## config.mk

```make
export PLATFORM = sky130hd
export DESIGN_NAME = pwm_input_measure_core
export DESIGN_NICKNAME = d
export VERILOG_FILES = /design/src/pim_pkg.sv /design/src/pwm_input_measure_core.sv /design/src/pim_capture.sv /design/src/pim_div.sv
export SDC_FILE = /design/constraint.sdc
export NUM_CORES = 1
export LEC_CHECK = 0
export ABC_AREA = 1
export BUFFER_PORTS_ARGS = -buffer_cell sky130_fd_sc_hd__buf_2
export CAP_MARGIN = 20
export CORE_MARGIN = 3
export CORE_UTILIZATION = 40
export CTS_CLUSTER_DIAMETER = 80
export DETAILED_ROUTE_END_ITERATION = 10
export GPL_TIMING_DRIVEN = 0
export PLACE_DENSITY_LB_ADDON = 0.25
export SYNTH_ARGS = -nofsm -noshare
export SYNTH_HDL_FRONTEND = slang
export SYNTH_SLANG_ARGS = --single-unit
export TNS_END_PERCENT = 30
```

## constraint.sdc

```tcl
create_clock -name clk -period 10.5 [get_ports clk]
set_clock_uncertainty 0.05 [all_clocks]
set_input_delay 0.525 -clock clk [delete_from_list [all_inputs] [get_ports clk]]
set_output_delay 0.525 -clock clk [all_outputs]
set_load 0.02 [all_outputs]
```

## src/pim_pkg.sv

```systemverilog
// ============================================================================
// pim_pkg
// Shared constants for the PWM input measurement core.
// ============================================================================
`default_nettype none

package pim_pkg;

    localparam int COUNTER_BITS_DEFAULT = 16;
    localparam int TPS_WIDTH            = 24;
    localparam int DUTY_WIDTH           = 7;

    localparam logic [TPS_WIDTH-1:0]  DEFAULT_TICK_RATE = 24'd1000000;
    localparam logic [DUTY_WIDTH-1:0] PERCENT_SCALE     = 7'd100;

    // edge sequence codes
    localparam logic [2:0] EDGE_WAIT_RISE1 = 3'd0;
    localparam logic [2:0] EDGE_WAIT_FALL1 = 3'd1;
    localparam logic [2:0] EDGE_WAIT_RISE2 = 3'd2;
    localparam logic [2:0] EDGE_WAIT_FALL2 = 3'd3;
    localparam logic [2:0] EDGE_DONE       = 3'd4;

endpackage

`default_nettype wire

```

## src/pwm_input_measure_core.sv

```systemverilog
// ============================================================================
// pwm_input_measure_core
// Throughput: one sample or start transfer per cycle while measuring.
// After the final-edge transfer the input stalls while one shared serial
// divider runs twice (duty, then frequency), DW = max(COUNTER_BITS+7, 24)
// quotient bits each, and until the result is taken into the output register;
// a zero period skips the divider. Reset: idle, not armed, rate = 1000000.
// ============================================================================
`default_nettype none

module pwm_input_measure_core #(
    parameter int COUNTER_BITS = pim_pkg::COUNTER_BITS_DEFAULT
) (
    input  wire logic                           clk,
    input  wire logic                           rst_n,
    input  wire logic                           cfg_we,
    input  wire logic [pim_pkg::TPS_WIDTH-1:0]  cfg_wdata,
    input  wire logic                           in_valid,
    output logic                                in_stall,
    input  wire logic                           cmd,
    input  wire logic                           level,
    output logic                                out_valid,
    input  wire logic                           out_stall,
    output logic [COUNTER_BITS-1:0]             high_ticks,
    output logic [COUNTER_BITS-1:0]             period_ticks,
    output logic [pim_pkg::DUTY_WIDTH-1:0]      duty_percent,
    output logic [pim_pkg::TPS_WIDTH-1:0]       frequency_value,
    output logic                                zero_period_error
);

    localparam int DW = (COUNTER_BITS + 7 > pim_pkg::TPS_WIDTH) ?
                        COUNTER_BITS + 7 : pim_pkg::TPS_WIDTH;

    localparam logic [1:0] ST_IDLE = 2'd0;
    localparam logic [1:0] ST_DUTY = 2'd1;
    localparam logic [1:0] ST_FREQ = 2'd2;
    localparam logic [1:0] ST_LOAD = 2'd3;

    logic [1:0]                       state_reg;
    logic [1:0]                       state_next;
    logic [pim_pkg::TPS_WIDTH-1:0]    tps_reg;
    logic [COUNTER_BITS-1:0]          high_reg;
    logic [COUNTER_BITS-1:0]          period_reg;
    logic [pim_pkg::DUTY_WIDTH-1:0]   duty_reg;
    logic [pim_pkg::TPS_WIDTH-1:0]    freq_reg;
    logic                             err_reg;
    logic                             out_valid_reg;
    logic [COUNTER_BITS-1:0]          out_high_reg;
    logic [COUNTER_BITS-1:0]          out_period_reg;
    logic [pim_pkg::DUTY_WIDTH-1:0]   out_duty_reg;
    logic [pim_pkg::TPS_WIDTH-1:0]    out_freq_reg;
    logic                             out_err_reg;

    logic                             in_accept;
    logic                             meas_valid;
    logic [COUNTER_BITS-1:0]          meas_high;
    logic [COUNTER_BITS-1:0]          meas_period;
    logic                             div_start;
    logic [DW-1:0]                    div_dividend;
    logic                             div_done;
    logic [DW-1:0]                    div_quotient;
    logic [DW-1:0]                    high_x100;
    logic                             out_free;
    logic                             load;

    assign in_stall  = (state_reg != ST_IDLE);
    assign in_accept = in_valid & ~in_stall;
    assign out_free  = ~out_valid_reg | ~out_stall;
    assign load      = (state_reg == ST_LOAD) & out_free;

    // high * 100 = high*64 + high*32 + high*4
    assign high_x100 = (DW'(meas_high) << 6) + (DW'(meas_high) << 5) + (DW'(meas_high) << 2);

    pim_capture #(
        .COUNTER_BITS (COUNTER_BITS)
    ) u_capture (
        .clk         (clk),
        .rst_n       (rst_n),
        .accept      (in_accept),
        .cmd         (cmd),
        .level       (level),
        .meas_valid  (meas_valid),
        .meas_high   (meas_high),
        .meas_period (meas_period)
    );

    pim_div #(
        .DIVIDEND_BITS (DW),
        .DIVISOR_BITS  (COUNTER_BITS)
    ) u_div (
        .clk      (clk),
        .rst_n    (rst_n),
        .start    (div_start),
        .dividend (div_dividend),
        .divisor  (meas_period),
        .done     (div_done),
        .quotient (div_quotient)
    );

    always_comb
    begin
        state_next   = state_reg;
        div_start    = 1'b0;
        div_dividend = high_x100;
        unique case (state_reg)
            ST_IDLE:
            begin
                if (meas_valid)
                begin
                    if (meas_period == '0)
                    begin
                        state_next = ST_LOAD;
                    end
                    else
                    begin
                        div_start  = 1'b1;
                        state_next = ST_DUTY;
                    end
                end
            end
            ST_DUTY:
            begin
                div_dividend = DW'(tps_reg);
                if (div_done)
                begin
                    div_start  = 1'b1;
                    state_next = ST_FREQ;
                end
            end
            ST_FREQ:
            begin
                if (div_done)
                begin
                    state_next = ST_LOAD;
                end
            end
            ST_LOAD:
            begin
                if (out_free)
                begin
                    state_next = ST_IDLE;
                end
            end
            default:
            begin
                state_next = ST_IDLE;
            end
        endcase
    end

    always_ff @(posedge clk or negedge rst_n)
    begin
        if (!rst_n)
        begin
            state_reg     <= ST_IDLE;
            tps_reg       <= pim_pkg::DEFAULT_TICK_RATE;
            out_valid_reg <= 1'b0;
        end
        else
        begin
            state_reg <= state_next;
            if (cfg_we)
            begin
                tps_reg <= cfg_wdata;
            end
            if (load)
            begin
                out_valid_reg <= 1'b1;
            end
            else if (!out_stall)
            begin
                out_valid_reg <= 1'b0;
            end
        end
    end

    always_ff @(posedge clk)
    begin
        if (state_reg == ST_IDLE && meas_valid)
        begin
            high_reg   <= meas_high;
            period_reg <= meas_period;
            err_reg    <= (meas_period == '0);
            duty_reg   <= '0;
            freq_reg   <= '0;
        end
        if (state_reg == ST_DUTY && div_done)
        begin
            duty_reg <= (div_quotient > DW'(pim_pkg::PERCENT_SCALE)) ?
                        pim_pkg::PERCENT_SCALE : div_quotient[pim_pkg::DUTY_WIDTH-1:0];
        end
        if (state_reg == ST_FREQ && div_done)
        begin
            freq_reg <= div_quotient[pim_pkg::TPS_WIDTH-1:0];
        end
        if (load)
        begin
            out_high_reg   <= high_reg;
            out_period_reg <= period_reg;
            out_duty_reg   <= duty_reg;
            out_freq_reg   <= freq_reg;
            out_err_reg    <= err_reg;
        end
    end

    assign out_valid         = out_valid_reg;
    assign high_ticks        = out_high_reg;
    assign period_ticks      = out_period_reg;
    assign duty_percent      = out_duty_reg;
    assign frequency_value   = out_freq_reg;
    assign zero_period_error = out_err_reg;

endmodule

`default_nettype wire

```

## src/pim_capture.sv

```systemverilog
// ============================================================================
// pim_capture
// Tick counter, edge detection and capture of the edge times; pulses one
// measurement (high time and period) at the second falling edge after the first rising edge following a start.
// ============================================================================
`default_nettype none

module pim_capture #(
    parameter int COUNTER_BITS = pim_pkg::COUNTER_BITS_DEFAULT
) (
    input  wire logic                    clk,
    input  wire logic                    rst_n,
    input  wire logic                    accept,
    input  wire logic                    cmd,
    input  wire logic                    level,
    output logic                         meas_valid,
    output logic [COUNTER_BITS-1:0]      meas_high,
    output logic [COUNTER_BITS-1:0]      meas_period
);

    logic [COUNTER_BITS-1:0] tick_reg;
    logic [2:0]              edge_reg;
    logic                    armed_reg;
    logic                    last_reg;
    logic [COUNTER_BITS-1:0] cap_fall1_reg;
    logic [COUNTER_BITS-1:0] cap_rise2_reg;
    logic                    meas_valid_reg;
    logic [COUNTER_BITS-1:0] meas_high_reg;
    logic [COUNTER_BITS-1:0] meas_period_reg;

    logic [COUNTER_BITS-1:0] tick_inc;
    logic                    rise;
    logic                    fall;

    assign tick_inc = tick_reg + {{(COUNTER_BITS-1){1'b0}}, 1'b1};
    assign rise     = level & ~last_reg;
    assign fall     = ~level & last_reg;

    always_ff @(posedge clk or negedge rst_n)
    begin
        if (!rst_n)
        begin
            tick_reg       <= '0;
            edge_reg       <= pim_pkg::EDGE_WAIT_RISE1;
            armed_reg      <= 1'b0;
            last_reg       <= 1'b0;
            cap_fall1_reg  <= '0;
            cap_rise2_reg  <= '0;
            meas_valid_reg <= 1'b0;
        end
        else
        begin
            meas_valid_reg <= 1'b0;
            if (accept)
            begin
                if (cmd)
                begin
                    cap_fall1_reg <= '0;
                    cap_rise2_reg <= '0;
                    edge_reg      <= pim_pkg::EDGE_WAIT_RISE1;
                    armed_reg     <= 1'b1;
                end
                else
                begin
                    last_reg <= level;
                    if (armed_reg && edge_reg == pim_pkg::EDGE_WAIT_RISE1 && rise)
                    begin
                        tick_reg <= '0;
                        edge_reg <= pim_pkg::EDGE_WAIT_FALL1;
                    end
                    else
                    begin
                        tick_reg <= tick_inc;
                        if (armed_reg)
                        begin
                            if (edge_reg == pim_pkg::EDGE_WAIT_FALL1 && fall)
                            begin
                                cap_fall1_reg <= tick_inc;
                                edge_reg      <= pim_pkg::EDGE_WAIT_RISE2;
                            end
                            else if (edge_reg == pim_pkg::EDGE_WAIT_RISE2 && rise)
                            begin
                                cap_rise2_reg <= tick_inc;
                                edge_reg      <= pim_pkg::EDGE_WAIT_FALL2;
                            end
                            else if (edge_reg == pim_pkg::EDGE_WAIT_FALL2 && fall)
                            begin
                                edge_reg       <= pim_pkg::EDGE_DONE;
                                armed_reg      <= 1'b0;
                                meas_valid_reg <= 1'b1;
                            end
                        end
                    end
                end
            end
        end
    end

    always_ff @(posedge clk)
    begin
        if (accept && !cmd && armed_reg && edge_reg == pim_pkg::EDGE_WAIT_FALL2 && fall)
        begin
            meas_high_reg   <= tick_inc - cap_rise2_reg;
            meas_period_reg <= tick_inc - cap_fall1_reg;
        end
    end

    assign meas_valid  = meas_valid_reg;
    assign meas_high   = meas_high_reg;
    assign meas_period = meas_period_reg;

endmodule

`default_nettype wire

```

## src/pim_div.sv

```systemverilog
// ============================================================================
// pim_div
// Bit-serial restoring divider: one quotient bit per cycle, DIVIDEND_BITS
// quotient bits per division, done pulse when the quotient is final.
// ============================================================================
`default_nettype none

module pim_div #(
    parameter int DIVIDEND_BITS = 24,
    parameter int DIVISOR_BITS  = 16
) (
    input  wire logic                     clk,
    input  wire logic                     rst_n,
    input  wire logic                     start,
    input  wire logic [DIVIDEND_BITS-1:0] dividend,
    input  wire logic [DIVISOR_BITS-1:0]  divisor,
    output logic                          done,
    output logic [DIVIDEND_BITS-1:0]      quotient
);

    localparam int CNT_BITS = $clog2(DIVIDEND_BITS + 1);

    logic                     busy_reg;
    logic                     done_reg;
    logic [CNT_BITS-1:0]      cnt_reg;
    logic [DIVIDEND_BITS-1:0] dvd_reg;
    logic [DIVIDEND_BITS-1:0] quo_reg;
    logic [DIVISOR_BITS-1:0]  rem_reg;
    logic [DIVISOR_BITS-1:0]  dvs_reg;

    logic [DIVISOR_BITS:0]    trial;
    logic [DIVISOR_BITS:0]    diff;
    logic                     fits;

    assign trial = {rem_reg, dvd_reg[DIVIDEND_BITS-1]};
    assign diff  = trial - {1'b0, dvs_reg};
    assign fits  = (trial >= {1'b0, dvs_reg});

    always_ff @(posedge clk or negedge rst_n)
    begin
        if (!rst_n)
        begin
            busy_reg <= 1'b0;
            done_reg <= 1'b0;
            cnt_reg  <= '0;
        end
        else
        begin
            done_reg <= 1'b0;
            if (start)
            begin
                busy_reg <= 1'b1;
                cnt_reg  <= CNT_BITS'(DIVIDEND_BITS);
            end
            else if (busy_reg)
            begin
                cnt_reg <= cnt_reg - {{(CNT_BITS-1){1'b0}}, 1'b1};
                if (cnt_reg == {{(CNT_BITS-1){1'b0}}, 1'b1})
                begin
                    busy_reg <= 1'b0;
                    done_reg <= 1'b1;
                end
            end
        end
    end

    always_ff @(posedge clk)
    begin
        if (start)
        begin
            dvd_reg <= dividend;
            dvs_reg <= divisor;
            rem_reg <= '0;
            quo_reg <= '0;
        end
        else if (busy_reg)
        begin
            dvd_reg <= {dvd_reg[DIVIDEND_BITS-2:0], 1'b0};
            quo_reg <= {quo_reg[DIVIDEND_BITS-2:0], fits};
            rem_reg <= fits ? diff[DIVISOR_BITS-1:0] : trial[DIVISOR_BITS-1:0];
        end
    end

    assign done     = done_reg;
    assign quotient = quo_reg;

endmodule

`default_nettype wire
```

### Yosys cells after proc, flatten, opt, wreduce, memory -nomap -nowiden

Cells that the tools add are included.

| storage, ports and cells | value |
|---|---|
| register bits after elaboration | 328 |
| input bits | 31 |
| output and inout bits | 66 |
| logic and storage cells | 152 |

| cells by class | value |
|---|---|
| equal/unequal tests | 14 |
| magnitude comparators | 2 |
| multiplexer cells | 58 |
| bitwise operators | 11 |
| add/subtract/negate cells | 7 |
| reductions and logical operators | 31 |

Operators by type and width:

| kind | count |
|---|---|
| 2-to-1 mux 16 bit | 11 |
| 2-to-1 mux 24 bit | 5 |
| subtractor 16 bit | 3 |
| adder 23 x 18 -> 24 bit | 1 |
| greater-than comparator 24 x 7 -> 1 bit, second input constant | 1 |
| 2-to-1 mux 1 bit | 24 |
| adder 22 x 21 -> 23 bit | 1 |
| 2-to-1 mux 7 bit | 3 |
| 2-to-1 mux 3 bit | 6 |
| greater-or-equal comparator 17 x 16 -> 1 bit | 1 |
| adder 16 x 1 -> 16 bit, second input constant | 1 |
| logical NOT 16 bit | 1 |
| nonzero test 2 bit | 7 |
| logical AND 1 bit | 12 |
| 2-to-1 mux 2 bit | 5 |
| 2-to-1 mux 5 bit | 2 |
| != test 2 x 1 -> 1 bit, second input constant | 4 |
| one-hot mux 2 bit (4 select lines) | 1 |
| AND reduction 4 bit | 2 |
| equality test 3 x 2 -> 1 bit, second input constant | 2 |
| != test 2 bit, second input constant | 3 |
| inverter 1 bit | 6 |
| equality test 5 x 1 -> 1 bit, second input constant | 1 |
| AND reduction 5 bit | 1 |
| 14 further kinds | 19 |

### Depth between registers and ports, before layout

Gate-level depths: netlist of run 1.

| logic depth | value |
|---|---|
| depth after elaboration | 10 |
| gate-level depth with buffers | 19 |
| mapped depth without buffers | 19 |

### Modules after synthesis

Synthesis of run 1 repeated with hierarchy kept, for this count alone.

| unflattened totals | value |
|---|---|
| cell total of the unflattened synthesis | 1,839 |
| area total of the unflattened synthesis | 16,803.6 µm² |

Modules (own cells, without submodules):

| module | cells an instance | seq. area each (µm²) | area each (µm²) | instances |
|---|---|---|---|---|
| pwm_input_measure_core | 592 | 4,528.1 | 6,945.4 | 1 |
| pim_capture | 688 | 2,312.2 | 5,432.7 | 1 |
| pim_div | 559 | 2,177.1 | 4,425.5 | 1 |

### Least setup slack after synthesis of run 1

No wires, ideal clock.

| timing path | value |
|---|---|
| kind | register to register |
| start | reg state_reg[0] |
| end | reg out_duty_reg (netlist bit duty_percent[0]), enable pin |
| buffers on the path | 0 |
| data required time | 9.943 ns |
| stages on the path, launching flop included | 4 |
| path slack | 6.266 ns |
| arrival time | 3.677 ns |
| period minus slack after synthesis | 4.234 ns |
| path through | dfrtp_1 > ha_1 > inv_1 > a21oi_1 |

| on the way | value |
|---|---|
| longest elaborated chain between the ends | 2 |

Ends and longest elaborated chain:

| item | line | source |
|---|---|---|
| start, declared | pwm_input_measure_core.sv:39 | `logic [1:0] state_reg;` |
| start signal, assigned | pwm_input_measure_core.sv:161 | `state_reg <= state_next;` |
| equality test 2 bit | pwm_input_measure_core.sv:69 | `assign load = (state_reg == ST_LOAD) & out_free;` |
| bitwise AND 1 bit | pwm_input_measure_core.sv:69 |  |
| net load | pwm_input_measure_core.sv:64 | `logic load;` |
| end signal, assigned | pwm_input_measure_core.sv:200 | `out_duty_reg <= duty_reg;` |
| end, declared | pwm_input_measure_core.sv:50 | `logic [pim_pkg::DUTY_WIDTH-1:0] out_duty_reg;` |

The timed path passes the listed nets, and every way through them passes these cells.
A chain may end at the register's enable or synchronous reset.

### Worst setup path after layout of run 1

| timing path | value |
|---|---|
| start | reg u_capture.tick_reg[0] |
| end | reg u_capture.meas_high_reg[15], in the netlist u_capture.meas_high[15], data pin |

| on the way | value |
|---|---|
| longest elaborated chain between the ends | 2 |

Ends and longest elaborated chain:

| item | line | source |
|---|---|---|
| start, declared | pim_capture.sv:21 | `logic [COUNTER_BITS-1:0] tick_reg;` |
| start signal, assigned | pim_capture.sv:73 | `tick_reg <= tick_inc;` |
| adder 16 x 1 -> 16 bit | pim_capture.sv:35 | `assign tick_inc = tick_reg + {{(COUNTER_BITS-1){1'b0}}, 1'b1};` |
| subtractor 16 bit | pim_capture.sv:103 | `meas_high_reg <= tick_inc - cap_rise2_reg;` |
| end signal, assigned | pim_capture.sv:103 |  |
| end, declared | pim_capture.sv:28 | `logic [COUNTER_BITS-1:0] meas_high_reg;` |

Every way passes these cells.

==> results of run 1 <==
==> routing by layer <==
layer  GRT usage, %  share of wire [%]
met5              0                  0
met4          5.067                2.3
met2          28.26                 47
met1          23.15                 45
met3          3.168                5.3
==> worst paths after layout <==
kind / from / endpoint / slack (ns)
min in group asynchronous: rst_n / u_capture.edge_reg[1]$_DFFE_PN0P_ / 0.38
worst max-delay path: u_capture.tick_reg[0]$_DFFE_PN0P_ / u_capture.meas_high[15]$_DFFE_PP_ / 7.33
worst max register to register: u_capture.tick_reg[0]$_DFFE_PN0P_ / u_capture.meas_high[15]$_DFFE_PP_ / 7.33
max in group asynchronous: rst_n / tps_reg[14]$_DFFE_PN1P_ / 9.33
worst min-delay path: cfg_wdata[15] / tps_reg[15]$_DFFE_PN0P_ / 0.13
worst min register to register: high_reg[4]$_DFFE_PP_ / high_ticks[4]$_DFFE_PP_ / 0.36
==> tightest hold or removal path, cell delays in order <==
cell     delay, ns
buf_2         0.08
nand2_1       0.04
o21ai_0       0.05
==> cell families (layout without fill, tap and decap cells) <==
group,after synthesis,count (layout),share of synthesized area [%]
and+or+nand+nor,714,714,18.76
buffers and inverters,265,433,6.534
muxes,13,13,0.9090
AOI/OAI and AO/OA,217,217,7.482
adders and majority gates,91,91,7.816
DFF,328,328,55.99
xor gates and xnor gates,46,46,2.502
==> what timing repair did <==
item,4_1_cts,5_1_grt
endpoints found under the setup margin,0,0
buffers inserted,0,0
hold buffers,1,0
endpoints found under the hold margin,23,0
==> cell type report <==
type                       count  area share [%]
sequential                   328           48.61
multi-input combinational   1081           32.62
clock buffer                  42           5.200
timing repair buffer         102           3.217
clock inverter                24           1.194
inverter                     231           4.674
tap                          518           3.494
buffer                        34          0.9982
==> per-stage QoR <==
| stage | worst slack, ns | hold slack (ns) |
|---|---|---|
| 2_1_floorplan | 6.266 | 0.1794 |
| 3_3_place_gp | 4.542 | 0.3549 |
| 3_5_place_dp | 7.387 | 0.3545 |
| 4_1_cts | 7.349 | 0.1058 |
| 5_1_grt | 6.923 | 0.1256 |
| 6_report | 7.325 | 0.1281 |
==> cell usage in the layout, fill, tap and decap left out, types with 36 or more instances in the layout <==
cell type,count
ha_1,75
dfrtp_1,81
edfxtp_1,200
dfxtp_1,40
nand3_1,85
nor2_1,134
a21oi_1,59
buf_2,103
xor2_1,36
nand2_1,421
clkbuf_16,37
inv_1,226
o21ai_0,84
==> power by group through the flow <==
stage | combinational, W | clock (W) | sequential, W
after floorplan | 0.00135 | 0 | 0.00185
after global placement | 0.00181 | 0 | 0.00182
after detailed placement | 0.00185 | 0 | 0.00182
after CTS | 0.00186 | 0.00128 | 0.00179
after global routing | 0.00215 | 0.00133 | 0.00181
final | 0.00185 | 0.00125 | 0.00179
==> run summary, run 1 <==
Average vias per placed instance: 4.925
Worst path buffer plus inverter count: 4
Final Instance Count excl. Fillers: 2360
Number of cells produced by synthesis: 1674
Final core utilization: 47.34%
Std-Cell Core Area: 39190 µm²
Total I/O pin count: 97
Number of nets still failing antenna checks after routing: 0
Portion of synthesized cell area occupied by the leading cell type: 37.29%
Synth top area cells: edfxtp_1, dfrtp_1, nand2_1, ha_1, inv_1
Clock buffer depth: 3
Tightest Hold Check Type: primary input to register
Final Instance Area: 18550 µm²
First-pass GRT wire length: 58.22 mm
Initial core utilization: 41.10%
Net count reported at finish: 1936
Cell type with the highest occurrence count on the critical path: nand2_1
Total overflow reported by the global router: 0
Synth unique cells: 52
Wire length per cell: 15.12 µm
Synthesis-to-layout area growth: 15.20%
Synth top cells by count: nand2_1, inv_1, edfxtp_1
Dominant cell type by area after synthesis: edfxtp_1
F_max: 315.0 MHz
Post-synth design cell area: 16100 µm²
Initial antenna violation count: 0
Minimum period implied by the final worst setup slack: 3.175 ns
Kind of launch point of the worst setup path: register
Vias in the first global route: 11450
Max Transition Viols Final: 0
Max IR drop VDD: 147.0 µV
Largest fanout of any net on the critical path: 7
Critical path data arrival time: 3.42 ns
Setup_tns: 0 ns
Post-synth EDFFs: 200
Total Routing Usage GR: 17.12%
Length of the first detailed-routing pass in iterations: 5
Post-layout total power: 0.004887 W
Total Routed Length: 35.68 mm
Slowest-stage cell, CP: dfrtp_1
Number of sinks on the clock net: 328
Synthesized area divided by synthesized cell count: 9.620 µm²
Critical Path, Cell by Cell: ha_1, inv_1, nor2_2, nand2_1, xor2_1, inv_1, ha_1, nand2_1, nor2_1, inv_1, nor4_1, nand2_1, nand2_1, inv_1, nand2_1, nand2_1
FF+latch count, synth: 328
Async SR Flop Fraction: 26.83%
Run status: finished, final reports clean
HPWL Detailed: 27.17 mm
Clock transition time at the flip-flop clock pins of the worst setup and hold paths: 0.06 ns
Vias: 11620
Total leakage power: 8.338 nW
Logic depth of the worst register-to-register path: 16
Most frequently used cell type in the post-synthesis netlist: nand2_1
Switching part of the total: 37.45%
Count of endpoints failing hold in the final timing report: 0
Area enclosed by the die boundary: 42700 µm²
Post-Syn Nets: 1796
Slew at the pin closest to its max-slew limit: 0.9228 ns
Kind of capture point of the worst setup path: register
Internal cell power: 0.003057 W
Count of synthesis-stage warnings from yosys: 0
Count of buffers from port buffering: 95
Post-place instance area: 17360 µm²
Maxcap violations: 0
Final-layout fill cell count: 3688
Deepest level of the CTS H-tree: 2
CP delay by family, top: simple AND/OR/NAND/NOR gates
Clock share of power: 25.5%
Final period util: 30.24%
Relative contribution of combinational cells to total power: 37.9%
Share of synthesized area occupied by flip-flops and latches: 55.99%
# placed instances: 2293
Area used by sequential logic in the layout: 9017 µm²
Flip-flop cell with the highest count after synthesis: edfxtp_1
Layout cell share with drive strength beyond 1: 12.65%
Post_cts resized: 0
Number of cells traversed by the worst hold path: 3
Multi-input gate area in the final layout: 6051 µm²
Pin count of the biggest net entering global routing: 66
DR iter-0 viols: 701
Sw Pwr: 0.001830 W
Critical path depth: 16
Placer congestion estimate: 0.9119
Sequential fraction of design power: 36.7%
Pwr Density: 263.4 nW/µm²
Max_slew headroom: 38.33%
Type of the setup path with the least slack: register to register
Worst Path Required: 10.75 ns
DRC Markers: 0
X dimension of the die: 206.7 µm
Clk Tree Root Cell: clkbuf_16
Clock network latency to the later pin of the worst-skew pair: 0.56 ns
Setup repair after global routing missed its margin: false
Number of clock buffers inserted by TritonCTS: 36
Vertical die dimension: 206.7 µm
Delay of the slowest cell on the worst path: 0.50 ns
FP Rows: 72
TritonCTS clock tree: done
Antenna cells: 0
Final number of setup-violating endpoints: 0
Note: power is estimated with default switching activity, not from simulation.
==> inputs of run 2 (changes only) <==
clock period = 2.89 ns   (was 10.5 ns; I/O delays follow)
==> run 2 against run 1 <==
Compared with the run above:
- setup slack got worse by 7.2 ns
- flip-flop and latch count did not move
- cell count grew 1.7%
- final area grew 3.6%
- critical path type unchanged
- wire length grew 2.7%
- first-iteration DRC count up 25%
- register-to-register slack got worse by 7.2 ns
- count of clock-buffer cells in the layout up 3
==> run summary, run 2 (same netlist as run 1, synthesis figures left out) <==
Maxcap violations: 0
Clock buffer depth: 3
Number of clock buffers inserted by TritonCTS: 36
Slowest-stage cell, CP: dfrtp_1
Worst Path Required: 3.14 ns
Most used cells in the layout excluding fill and tap cells: nand2_1, inv_1, edfxtp_1, nor2_1, buf_2
Kind of launch point of the worst setup path: register
Final-layout fill cell count: 3593
Clock network latency to the later pin of the worst-skew pair: 0.55 ns
Total overflow reported by the global router: 0
Post-layout total power: 0.01830 W
Deepest level of the CTS H-tree: 2
Critical Path, Cell by Cell: ha_2, inv_1, nor2_4, nand3_4, nor2_2, xor2_2, ha_1, inv_1, nor4_2, nand2_1, nand2_1, inv_1, nand2_1, nand2_1
Delay of the slowest cell on the worst path: 0.39 ns
Kind of capture point of the worst setup path: register
Initial antenna violation count: 0
Final period util: 97.37%
Final WS setup: 0.07594 ns
Std-Cell Core Area: 39190 µm²
Antenna cells: 0
FP Rows: 72
X dimension of the die: 206.7 µm
Vertical die dimension: 206.7 µm
Final Instance Area: 19220 µm²
Slew at the pin closest to its max-slew limit: 0.9589 ns
Length of the first detailed-routing pass in iterations: 5
Met3 routed WL: 1.894 mm
DRC Markers: 0
Layout cell share with drive strength beyond 1: 14.98%
TritonCTS clock tree: done
Run status: finished, final reports clean
Max Used Layer: met4
F_max: 355.4 MHz
Number of nets still failing antenna checks after routing: 0
Initial core utilization: 41.10%
Largest fanout of any net on the critical path: 4
Count of buffers from port buffering: 95
Area used by sequential logic in the layout: 9020 µm²
Final Instance Count excl. Fillers: 2400
Area enclosed by the die boundary: 42700 µm²
Tightest Hold Check Type: primary input to register
Post-place instance area: 17360 µm²
HPWL Detailed: 27.02 mm
Detailed-routed wire length on met2: 17.13 mm
First-pass GRT wire length: 58.86 mm
Setup repair after global routing missed its margin: true
Total Routed Length: 36.64 mm
Max_slew headroom: 35.86%
Clock transition time at the flip-flop clock pins of the worst setup and hold paths: 0.06 ns
Reg-to-reg setup timing slack: 0.08 ns
Max IR drop VDD: 577.4 µV
Final number of setup-violating endpoints: 0
Max Transition Viols Final: 0
Total leakage power: 8.563 nW
Total Routing Usage GR: 17.33%
# placed instances: 2293
Setup_tns: 0 ns
Pin count of the biggest net entering global routing: 69
Vias in the first global route: 11690
Multi-input gate area in the final layout: 6259 µm²
Minimum period implied by the final worst setup slack: 2.814 ns
Vias: 11870
Net count reported at finish: 1976
Cell type with the highest occurrence count on the critical path: nand2_1
Post-route met1 wirelength: 16.47 mm
Total I/O pin count: 97
Placer congestion estimate: 0.9056
Synthesis-to-layout area growth: 19.33%
DR iter-0 viols: 876
Worst Setup Slack post-DPL: -0.1786 ns
Number of sinks on the clock net: 328
Average vias per placed instance: 4.948
Most common cell after layout, fill and taps aside: nand2_1
Clk Tree Root Cell: clkbuf_16
Critical path data arrival time: 3.07 ns
Type of the setup path with the least slack: register to register
Count of endpoints failing hold in the final timing report: 0
Wire length per cell: 15.27 µm
Pwr Density: 952.2 nW/µm²
## run 2: area by class of cell
cell class / instances / area share [%]
plain buffers: 34 / 1.016
clock buffers: 45 / 5.456
clock inverters: 21 / 1.081
inverters: 231 / 4.512
multi-input cells: 1081 / 32.57
flip-flops and latches: 328 / 46.94
well taps: 518 / 3.373
repair buffers: 142 / 5.059
## run 2: worst paths after layout
kind | from | to | cells past startpoint
max in group asynchronous | rst_n | u_capture.edge_reg[1]$_DFFE_PN0P_ | 3
max | u_capture.tick_reg[1]$_DFFE_PN0P_ | u_capture.meas_high[15]$_DFFE_PP_ | 14
max reg2reg | u_capture.tick_reg[1]$_DFFE_PN0P_ | u_capture.meas_high[15]$_DFFE_PP_ | 14
min in group asynchronous | rst_n | u_capture.cap_fall1_reg[13]$_DFFE_PN0P_ | 3
min reg2reg | period_reg[11]$_DFFE_PP_ | period_ticks[11]$_DFFE_PP_ | 0
min | cfg_we | tps_reg[4]$_DFFE_PN0P_ | 2
## run 2: power breakdown
group | leakage [nW] | internal (W) | total, W | switching [W]
Sequential | 3.31 | 0.00614 | 0.00652 | 0.000379
Combinational | 4.64 | 0.00263 | 0.00705 | 0.00441
Clock | 0.614 | 0.00279 | 0.00474 | 0.00195
## run 2: critical path, delay by kind of cell (launching register included)
family,cells,cell delay (ns)
and+or+nand+nor,8,1.06
adders and majority gates,2,0.49
buffers and inverters,3,0.22
DFF,1,0.39
xor gates and xnor gates,1,0.33
## run 2: metal layers
metal,up-vias,track usage (%)
li1,5900,-
met1,5619,23.15
met2,285,28.60
met3,70,3.105
met4,0,6.036
met5,-,0
## run 2: stage by stage
stage / hold slack, ns / utilization [%]
2_1_floorplan: -0.2011 / -
3_3_place_gp: 0.3021 / 43.97
3_5_place_dp: 0.01127 / 44.29
4_1_cts: 0.04879 / 48.31
5_1_grt: 0.06542 / 49.04
6_report: 0.07273 / 49.04
## run 2: repair_timing
item                       CTS  global route
resized for setup            6            45
hold buffers                31             0
hold endpoints to repair   113             0
gates cloned                 0             0
pin swaps                    0             3
setup endpoints to repair   42            88
setup buffers                0            10
